==> config.mk <==
export PLATFORM = sky130hd
export DESIGN_NAME = adaptive_interrupt_rate_core
export DESIGN_NICKNAME = d
export VERILOG_FILES = /design/src/air_pkg.sv /design/src/air_div.sv /design/src/air_map.sv /design/src/adaptive_interrupt_rate_core.sv
export VERILOG_INCLUDE_DIRS = /design/src /design/src/src
export SDC_FILE = /design/constraint.sdc
export NUM_CORES = 2
export LEC_CHECK = 0
export ABC_CLOCK_PERIOD_IN_PS = 7600
export BUFFER_PORTS_ARGS = -buffer_cell sky130_fd_sc_hd__buf_4
export CORE_MARGIN = 5
export CORE_UTILIZATION = 45
export CTS_BUF_LIST = sky130_fd_sc_hd__clkbuf_8
export DETAILED_ROUTE_END_ITERATION = 6
export PLACE_DENSITY = 0.72
export SLEW_MARGIN = 20
export SYNTH_ARGS = -nofsm -noshare
export SYNTH_HDL_FRONTEND = slang
export SYNTH_HIERARCHICAL = 1
export SYNTH_SLANG_ARGS = --single-unit
==> constraint.sdc <==
create_clock -name aclk -period 7.6 [get_ports aclk]
set_input_delay 0 -clock aclk [delete_from_list [all_inputs] [get_ports aclk]]
set_output_delay 0 -clock aclk [all_outputs]
set_load 0.05 [all_outputs]
==> src/adaptive_interrupt_rate_core_macros.svh <==
// ----------------------------------------------------------------------------
// Assertion macros for the adaptive interrupt rate core
// Concurrent checks, compiled out when NO_ASSERTIONS is defined.
// ----------------------------------------------------------------------------
`ifndef ADAPTIVE_INTERRUPT_RATE_CORE_MACROS_SVH
`define ADAPTIVE_INTERRUPT_RATE_CORE_MACROS_SVH

`ifndef NO_ASSERTIONS

// same-cycle implication
`define AIR_ASSERT_IMP(lbl, clk, rstn, ante, cons) \
    lbl: assert property (@(posedge clk) disable iff (!rstn) (ante) |-> (cons)) \
        else $error("adaptive_interrupt_rate_core: same-cycle check failed");

// next-cycle implication
`define AIR_ASSERT_NXT(lbl, clk, rstn, ante, cons) \
    lbl: assert property (@(posedge clk) disable iff (!rstn) (ante) |=> (cons)) \
        else $error("adaptive_interrupt_rate_core: next-cycle check failed");

`else

`define AIR_ASSERT_IMP(lbl, clk, rstn, ante, cons)
`define AIR_ASSERT_NXT(lbl, clk, rstn, ante, cons)

`endif

`endif

==> src/air_pkg.sv <==
// ----------------------------------------------------------------------------
// air_pkg
// Shared widths, constants and types of the adaptive interrupt rate core.
// ----------------------------------------------------------------------------
package air_pkg;

    // field widths
    localparam int unsigned CNT_W      = 32;
    localparam int unsigned WORD_W     = 16;
    localparam int unsigned SCALE_W    = 3;
    localparam int unsigned FLAG_BIT   = 15;
    localparam int unsigned BASE_SHIFT = 8;

    // quotient bits kept: sizes above 2047 all map to the same value
    localparam int unsigned QW      = 11;
    localparam int unsigned DIV_STG = QW + 1;

    // mapped value (max 6656) and rounded result (max 26)
    localparam int unsigned MAP_W = 13;
    localparam int unsigned RES_W = 5;
    localparam int unsigned SUM_W = 17;
    localparam int unsigned SHF_W = 4;

    // piecewise map knees and offsets
    localparam logic [QW-1:0]    KNEE1   = QW'(360);
    localparam logic [QW-1:0]    KNEE2   = QW'(1152);
    localparam logic [QW-1:0]    KNEE3   = QW'(1920);
    localparam logic [MAP_W-1:0] OFS1    = MAP_W'(376);
    localparam logic [MAP_W-1:0] OFS2    = MAP_W'(2176);
    localparam logic [MAP_W-1:0] OFS3    = MAP_W'(4480);
    localparam logic [MAP_W-1:0] SAT_VAL = MAP_W'(6656);

    // word that rides along the pipeline
    typedef struct packed {
        logic [WORD_W-1:0] word;
        logic              upd;
    } air_side_t;

    // clamped quotient
    typedef struct packed {
        logic [QW-1:0] quo;
        logic          sat;
    } air_quo_t;

endpackage

==> src/air_div.sv <==
// ----------------------------------------------------------------------------
// air_div
// Pipelined restoring divider: an entry stage, then one quotient bit per
// stage, saturating once the quotient reaches 2^QW.
// ----------------------------------------------------------------------------
`include "adaptive_interrupt_rate_core_macros.svh"

module air_div (
    input  logic                       aclk,
    input  logic                       aresetn,
    input  logic                       in_valid,
    output logic                       in_ready,
    input  logic [air_pkg::CNT_W-1:0]  in_dividend,
    input  logic [air_pkg::CNT_W-1:0]  in_divisor,
    input  air_pkg::air_side_t         in_side,
    output logic                       out_valid,
    input  logic                       out_ready,
    output air_pkg::air_quo_t          out_quo,
    output air_pkg::air_side_t         out_side
);

    logic [air_pkg::DIV_STG-1:0] vld_reg;
    logic [air_pkg::DIV_STG-1:0] sat_reg;
    logic [air_pkg::CNT_W-1:0]   rem_reg  [air_pkg::DIV_STG];
    logic [air_pkg::CNT_W-1:0]   dvs_reg  [air_pkg::DIV_STG];
    logic [air_pkg::QW-1:0]      quo_reg  [air_pkg::DIV_STG];
    air_pkg::air_side_t          side_reg [air_pkg::DIV_STG];

    logic [air_pkg::CNT_W-1:0]   rem_next [air_pkg::DIV_STG];
    logic [air_pkg::QW-1:0]      quo_next [air_pkg::DIV_STG];
    logic                        sat_in;
    logic [air_pkg::DIV_STG:0]   adv;

    // stage advance: a stage loads when empty or when it drains
    always_comb begin
        adv[air_pkg::DIV_STG] = out_ready;
        for (int j = air_pkg::DIV_STG - 1; j >= 0; j--) begin
            adv[j] = !vld_reg[j] || adv[j+1];
        end
    end

    assign in_ready = adv[0];

    // quotient too large when dividend / 2^QW >= divisor
    assign sat_in = (in_dividend >> air_pkg::QW) >= in_divisor;

    // one trial subtract per stage, MSB of quotient first
    always_comb begin
        rem_next[0] = in_dividend;
        quo_next[0] = '0;
        for (int j = 1; j < air_pkg::DIV_STG; j++) begin
            automatic int   k  = air_pkg::DIV_STG - 1 - j;
            automatic logic ge = (rem_reg[j-1] >> k) >= dvs_reg[j-1];
            rem_next[j] = ge ? (rem_reg[j-1] - (dvs_reg[j-1] << k)) : rem_reg[j-1];
            quo_next[j] = {quo_reg[j-1][air_pkg::QW-2:0], ge};
        end
    end

    // valid bits
    always_ff @(posedge aclk) begin
        if (!aresetn) begin
            vld_reg <= '0;
        end else begin
            if (adv[0]) begin
                vld_reg[0] <= in_valid;
            end
            for (int j = 1; j < air_pkg::DIV_STG; j++) begin
                if (adv[j]) begin
                    vld_reg[j] <= vld_reg[j-1];
                end
            end
        end
    end

    // stage data
    always_ff @(posedge aclk) begin
        if (adv[0]) begin
            rem_reg[0]  <= rem_next[0];
            quo_reg[0]  <= quo_next[0];
            dvs_reg[0]  <= in_divisor;
            sat_reg[0]  <= sat_in;
            side_reg[0] <= in_side;
        end
        for (int j = 1; j < air_pkg::DIV_STG; j++) begin
            if (adv[j]) begin
                rem_reg[j]  <= rem_next[j];
                quo_reg[j]  <= quo_next[j];
                dvs_reg[j]  <= dvs_reg[j-1];
                sat_reg[j]  <= sat_reg[j-1];
                side_reg[j] <= side_reg[j-1];
            end
        end
    end

    assign out_valid   = vld_reg[air_pkg::DIV_STG-1];
    assign out_quo.quo = quo_reg[air_pkg::DIV_STG-1];
    assign out_quo.sat = sat_reg[air_pkg::DIV_STG-1];
    assign out_side    = side_reg[air_pkg::DIV_STG-1];

    // a finished, unsaturated division leaves a remainder below the divisor
    `AIR_ASSERT_IMP(a_rem_below_divisor, aclk, aresetn, vld_reg[air_pkg::DIV_STG-1] && !sat_reg[air_pkg::DIV_STG-1] && dvs_reg[air_pkg::DIV_STG-1] != '0, rem_reg[air_pkg::DIV_STG-1] < dvs_reg[air_pkg::DIV_STG-1])

endmodule

==> src/air_map.sv <==
// ----------------------------------------------------------------------------
// air_map
// Piecewise-linear size map, then round-up shift by link scale and
// merge with the adaptive flag; two register stages.
// ----------------------------------------------------------------------------
`include "adaptive_interrupt_rate_core_macros.svh"

module air_map (
    input  logic                        aclk,
    input  logic                        aresetn,
    input  logic [air_pkg::SCALE_W-1:0] link_scale,
    input  logic                        in_valid,
    output logic                        in_ready,
    input  air_pkg::air_quo_t           in_quo,
    input  air_pkg::air_side_t          in_side,
    output logic                        out_valid,
    input  logic                        out_ready,
    output logic [air_pkg::WORD_W-1:0]  out_word,
    output logic                        out_updated
);

    logic                         a_vld_reg;
    logic [air_pkg::MAP_W-1:0]    a_val_reg;
    air_pkg::air_side_t           a_side_reg;
    logic                         o_vld_reg;
    logic [air_pkg::WORD_W-1:0]   o_word_reg;
    logic                         o_upd_reg;

    logic                         adv_a;
    logic                         adv_o;
    logic [air_pkg::MAP_W-1:0]    size_w;
    logic [air_pkg::MAP_W-1:0]    a_val_next;
    logic [air_pkg::SHF_W-1:0]    shift;
    logic [air_pkg::SUM_W-1:0]    sum;
    logic [air_pkg::SUM_W-1:0]    shifted;
    logic [air_pkg::RES_W-1:0]    res;
    logic [air_pkg::WORD_W-1:0]   o_word_next;

    assign adv_o    = !o_vld_reg || out_ready;
    assign adv_a    = !a_vld_reg || adv_o;
    assign in_ready = adv_a;

    // size to interval value
    assign size_w = air_pkg::MAP_W'(in_quo.quo);
    always_comb begin
        if (in_quo.sat || in_quo.quo > air_pkg::KNEE3) begin
            a_val_next = air_pkg::SAT_VAL;
        end else if (in_quo.quo <= air_pkg::KNEE1) begin
            a_val_next = (size_w << 3) + air_pkg::OFS1;
        end else if (in_quo.quo <= air_pkg::KNEE2) begin
            a_val_next = (size_w << 1) + size_w + air_pkg::OFS2;
        end else begin
            a_val_next = size_w + air_pkg::OFS3;
        end
    end

    // round up: (val + 2^s - 1) >> s, s = scale + 8
    assign shift   = air_pkg::SHF_W'(link_scale) + air_pkg::SHF_W'(air_pkg::BASE_SHIFT);
    assign sum     = air_pkg::SUM_W'(a_val_reg)
                   + ((air_pkg::SUM_W'(1) << shift) - air_pkg::SUM_W'(1));
    assign shifted = sum >> shift;
    assign res     = shifted[air_pkg::RES_W-1:0];

    assign o_word_next = a_side_reg.upd
        ? (air_pkg::WORD_W'(res) | (air_pkg::WORD_W'(1) << air_pkg::FLAG_BIT))
        : a_side_reg.word;

    // valid bits
    always_ff @(posedge aclk) begin
        if (!aresetn) begin
            a_vld_reg <= 1'b0;
            o_vld_reg <= 1'b0;
        end else begin
            if (adv_a) begin
                a_vld_reg <= in_valid;
            end
            if (adv_o) begin
                o_vld_reg <= a_vld_reg;
            end
        end
    end

    // stage data
    always_ff @(posedge aclk) begin
        if (adv_a) begin
            a_val_reg  <= a_val_next;
            a_side_reg <= in_side;
        end
        if (adv_o) begin
            o_word_reg <= o_word_next;
            o_upd_reg  <= a_side_reg.upd;
        end
    end

    assign out_valid   = o_vld_reg;
    assign out_word    = o_word_reg;
    assign out_updated = o_upd_reg;

    // mapped value always within the table's range
    `AIR_ASSERT_IMP(a_map_range, aclk, aresetn, a_vld_reg, a_val_reg >= air_pkg::OFS1 && a_val_reg <= air_pkg::SAT_VAL)

endmodule

==> src/adaptive_interrupt_rate_core.sv <==
// ----------------------------------------------------------------------------
// adaptive_interrupt_rate_core
// Computes a new adaptive interrupt throttle word from one interval's byte
// and packet totals. Takes one word per cycle unless the result side
// stalls it. The 14 register stages are the divider's entry stage
// (oversized-quotient check), its 11 stages of one quotient bit each,
// the map stage and the output register. Backpressure on the result side
// stalls the pipeline without loss; empty stages still fill while it is
// stalled. link_scale is written over the cfg channel and takes effect on
// words that reach the rounding stage after it.
// ----------------------------------------------------------------------------
`include "adaptive_interrupt_rate_core_macros.svh"

module adaptive_interrupt_rate_core (
    input  logic                        aclk,
    input  logic                        aresetn,
    // configuration
    input  logic                        cfg_valid,
    output logic                        cfg_ready,
    input  logic [air_pkg::SCALE_W-1:0] cfg_data,
    // input words
    input  logic                        s_valid,
    output logic                        s_ready,
    input  logic [air_pkg::CNT_W-1:0]   s_byte_total,
    input  logic [air_pkg::CNT_W-1:0]   s_packet_total,
    input  logic [air_pkg::WORD_W-1:0]  s_current_rate_word,
    // result words
    output logic                        m_valid,
    input  logic                        m_ready,
    output logic [air_pkg::WORD_W-1:0]  m_new_rate_word,
    output logic                        m_was_updated
);

    logic [air_pkg::SCALE_W-1:0] scale_reg;
    air_pkg::air_side_t          s_side;
    logic                        d_valid;
    logic                        d_ready;
    air_pkg::air_quo_t           d_quo;
    air_pkg::air_side_t          d_side;

    // link scale register
    assign cfg_ready = 1'b1;
    always_ff @(posedge aclk) begin
        if (!aresetn) begin
            scale_reg <= '0;
        end else if (cfg_valid && cfg_ready) begin
            scale_reg <= cfg_data;
        end
    end

    // update only with adaptive flag set and some packets seen
    assign s_side.word = s_current_rate_word;
    assign s_side.upd  = s_current_rate_word[air_pkg::FLAG_BIT] && (s_packet_total != '0);

    air_div u_div (
        .aclk        (aclk),
        .aresetn     (aresetn),
        .in_valid    (s_valid),
        .in_ready    (s_ready),
        .in_dividend (s_byte_total),
        .in_divisor  (s_packet_total),
        .in_side     (s_side),
        .out_valid   (d_valid),
        .out_ready   (d_ready),
        .out_quo     (d_quo),
        .out_side    (d_side)
    );

    air_map u_map (
        .aclk        (aclk),
        .aresetn     (aresetn),
        .link_scale  (scale_reg),
        .in_valid    (d_valid),
        .in_ready    (d_ready),
        .in_quo      (d_quo),
        .in_side     (d_side),
        .out_valid   (m_valid),
        .out_ready   (m_ready),
        .out_word    (m_new_rate_word),
        .out_updated (m_was_updated)
    );

    // updated word carries the flag and a small interval value only
    `AIR_ASSERT_IMP(a_upd_word_form, aclk, aresetn, m_valid && m_was_updated, (m_new_rate_word >> air_pkg::RES_W) == (air_pkg::WORD_W'(1) << (air_pkg::FLAG_BIT - air_pkg::RES_W)))

    // input side only backs up when the result side is stalled
    `AIR_ASSERT_IMP(a_stall_source, aclk, aresetn, !s_ready, m_valid && !m_ready)

endmodule
==> run_results.csv <==
group,metric,value,unit
sta,worstMarginPinSlew,0.965,ns
sta,setup_viol,0,
clock_network,clock-sinks,1050,
power_and_ir_drop,power_density,222,mW/mm^2
drt,avgRoutedWirePerCell,15.9,um
logic_synthesis,synth.area.top_cells,"edfxtp_1, ha_1, inv_1",
clock_network,clk_pin_slew_worst_paths,0.06,ns
logic_synthesis,netlist_area,0.0531,mm^2
finish,seqCellArea,0.0314,mm^2
grt,grt_max_degree,75,
grt,antenna_found_initial,1,
clock_network,clockBufferDepth,3,
drt,postRouteAntennaNets,0,
die,pin_count,108,
logic_synthesis,synth_top_area_cell,"edfxtp_1",
run,max_cap_viol_count,0,
sta,rsz0062_at_grt,"no",
logic_synthesis,synth-seq-cells,1050,
setup_path,worst-endpoint-required,8.10,ns
clock_network,cts_tree,"done",
die,dieHeight,354,um
grt,grt_pass1_wl,164,mm
die,start_util,45.2,%
setup_path,critPathCaptureType,"register",
logic_synthesis,netlist-cell-type-count,112,
setup_path,critPathSlowestCell,"clkinv_2",
logic_synthesis,synth_warnings,6,
clock_network,cts_buffers,163,
logic_synthesis,syn_nets,4729,
clock_network,clk_latency,0.82,ns
grt,grtUsageTotal,15.9,%
setup_path,start_kind,"register",
setup_path,crit_path_max_fanout,45,
drt,num_vias,32800,
setup_path,arrival,4.76,ns
sta,drv_slew,0,
clock_network,cts_post_setup_buffers_inserted,0,
logic_synthesis,synth_flop_cell,"edfxtp_1",
die,die_area,0.125,mm^2
drt,first_iter_violations,1836,
grt,overflow,0,
finish,final_nets,5122,
die,coreArea,0.118,mm^2
finish,area.growth.synth_to_final,13.3,%
clock_network,cts_root_buf,"clkbuf_8",
setup_path,cp_top_family,"simple AND/OR/NAND/NOR gates",
sta,period_needed,4.26,ns
sta,min_period_over_period,56.0,%
outcome,status,"finished, final reports clean",
die,num_rows,126,
setup_path,max_stage_delay,0.64,ns
logic_synthesis,synth_cells,4253,
grt,grt_pass1_vias,32800,
finish,multi_input_area,0.0197,mm^2
placed_design,place_hpwl,71.8,mm
logic_synthesis,synth_edf_count,1033,
clock_network,cts_resized,0,
power_and_ir_drop,irDropWorstVdd,0.145,mV
finish,nFillCells,9831,
logic_synthesis,synth_top_area_share,58.4,%
drt,routed_via_density,5.21,
sta,slew_headroom,35.7,%
finish,final_layout_size_suffix_gt1_share,10.8,%
setup_path,path_class,"register to register",
sta,fin_worst_skew,0.0526,ns
drt,firstDrtPassIters,5,
logic_synthesis,ys_seq_area_share,59.0,%
drt,drc,0,
setup_path,crit_buf_inv,3,
logic_synthesis,async_reset_ff_share,0,%
power_and_ir_drop,power,13.4,mW
sta,fin_tns_setup,0,ns
sta,finalHoldViolations,0,
logic_synthesis,syn_avg_cell_area,12.5,um^2
power_and_ir_drop,p_leak,25.3,nW
clock_network,hold_buffers,179,
sta,clock.fmax,235,MHz
hold_path,hp-class,"input pin to register",
setup_path,path_cells,"nor2b_1 -> nand2_1 -> nor2b_1 -> inv_1 -> nor2_1 -> and2_1 -> and3_1 -> and2_1 -> and3_1 -> clkinv_2 -> buf_4",
die,die_x,354,um
clock_network,h-tree-depth,4,
drt,drt-total-wl,100,mm
placed_design,gp_congestion,0.930,
placed_design,portBuffers,106,
-- cells by family after synthesis --
logic type	Yosys count	synth area share, %
other	1	0.00706
AO/OA/AOI/OAI	1038	12.6
flip-flops	1050	59.0
multiplexers	134	2.98
XOR/XNOR	239	3.97
AND/OR/NAND/NOR	891	8.20
buffers and inverters	512	3.92
adder cells (fa/ha/maj)	388	9.30
-- cells in the final DEF (no fill, tap or decap), drive strengths merged, types with 10 or more instances in the layout --
| cell type | instances |
|---|---|
| xnor2 | 144 |
| or3 | 23 |
| edfxtp | 1033 |
| o31ai | 29 |
| dfxtp | 17 |
| a31oi | 36 |
| inv | 481 |
| nor3 | 52 |
| a21oi | 287 |
| nand2 | 282 |
| mux2 | 117 |
| buf | 129 |
| ha | 377 |
| o21a | 65 |
| nor2b | 69 |
| o21ai | 298 |
| clkinv | 56 |
| nor2 | 189 |
| fa | 11 |
| and2 | 24 |
| o31a | 13 |
| and3 | 21 |
| nand3 | 58 |
| nor4 | 28 |
| dlygate4sd3 | 179 |
| or4 | 10 |
| a2111oi | 11 |
| a211oi | 44 |
| mux2i | 17 |
| o211ai | 17 |
| a21o | 109 |
| clkbuf | 164 |
| nand2b | 42 |
| o21bai | 35 |
| xor2 | 95 |
| nand4 | 55 |
| and4 | 10 |
-- worst min-delay path, delay by kind of cell --
kind,cells,cell delay [ns]
AOI/OAI and AO/OA,1,0.17
and+or+nand+nor,1,0.06
buffers and inverters,2,0.63
-- worst paths after layout --
check / startpoint / cells after the start / slack [ns] / endpoint
min: m_ready / 4 / 0.11 / u_map/out_valid
min reg2reg: u_div/quo_reg[2][25] / 0 / 0.39 / u_div/quo_reg[2][37]
max reg2reg: u_map/out_valid / 11 / 3.34 / u_div/dvs_reg[1][9]
max: u_map/out_valid / 11 / 3.34 / u_div/dvs_reg[1][9]
-- power breakdown --
| group | internal [mW] | total (mW) | switching (mW) | leakage [nW] |
|---|---|---|---|---|
| clock network | 2.01 | 4.11 | 2.10 | 1.61 |
| logic | 1.05 | 2.31 | 1.26 | 12.5 |
| registers | 6.76 | 6.96 | 0.202 | 11.2 |
| total | 9.82 | 13.4 | 3.56 | 25.3 |
-- synth_stat cells (31+ instances only) --
cell and instances:
o21a_1 64, nor2b_1 69, ha_1 377, a211oi_1 42
xor2_1 94, edfxtp_1 1033, nand4_1 55, xnor2_1 143
clkbuf_1 35, nor3_1 52, a21oi_1 280, mux2_2 88
o21bai_1 34, nand2b_1 42, o21ai_0 279, nand3_1 58
nand2_1 281, inv_1 431, a31oi_1 31, nor2_1 187
a21o_1 109
-- routing by layer --
layer / track usage [%] / vias up / share of wire (%)
met5: 0 / - / 0
met4: 6.95 / 0 / 3.9
met3: 2.73 / 252 / 4.1
met2: 26.9 / 759 / 48
met1: 20.2 / 15200 / 44
li1: - / 16500 / -
-- layout make-up --
| type | count | share of cell area [%] |
|---|---|---|
| Sequential cell | 1050 | 52.1 |
| Multi-Input combinational cell | 2691 | 32.8 |
| Timing Repair Buffer | 308 | 4.58 |
| Clock buffer | 164 | 3.75 |
| Tap cell | 1536 | 3.19 |
| Inverter | 432 | 2.71 |
| Clock inverter | 111 | 0.900 |
| Antenna cell | 1 | 0.00416 |
-- through the flow --
step                      hold slack (ns)  util (%)  worst slack (ns)  cells  cell area [um^2]
after floorplan                    0.0989         -              1.66   4253             53100
after global placement              0.180      47.3              3.51   5838             55600
after detailed placement            0.179      47.3              3.36   5838             55600
after CTS                         0.00982      51.2              3.37   6292             60200
after global routing               0.0646      51.2              2.94   6293             60200
final                               0.108      51.2              3.34   6293             60200
(Power assumes the default switching activity.)
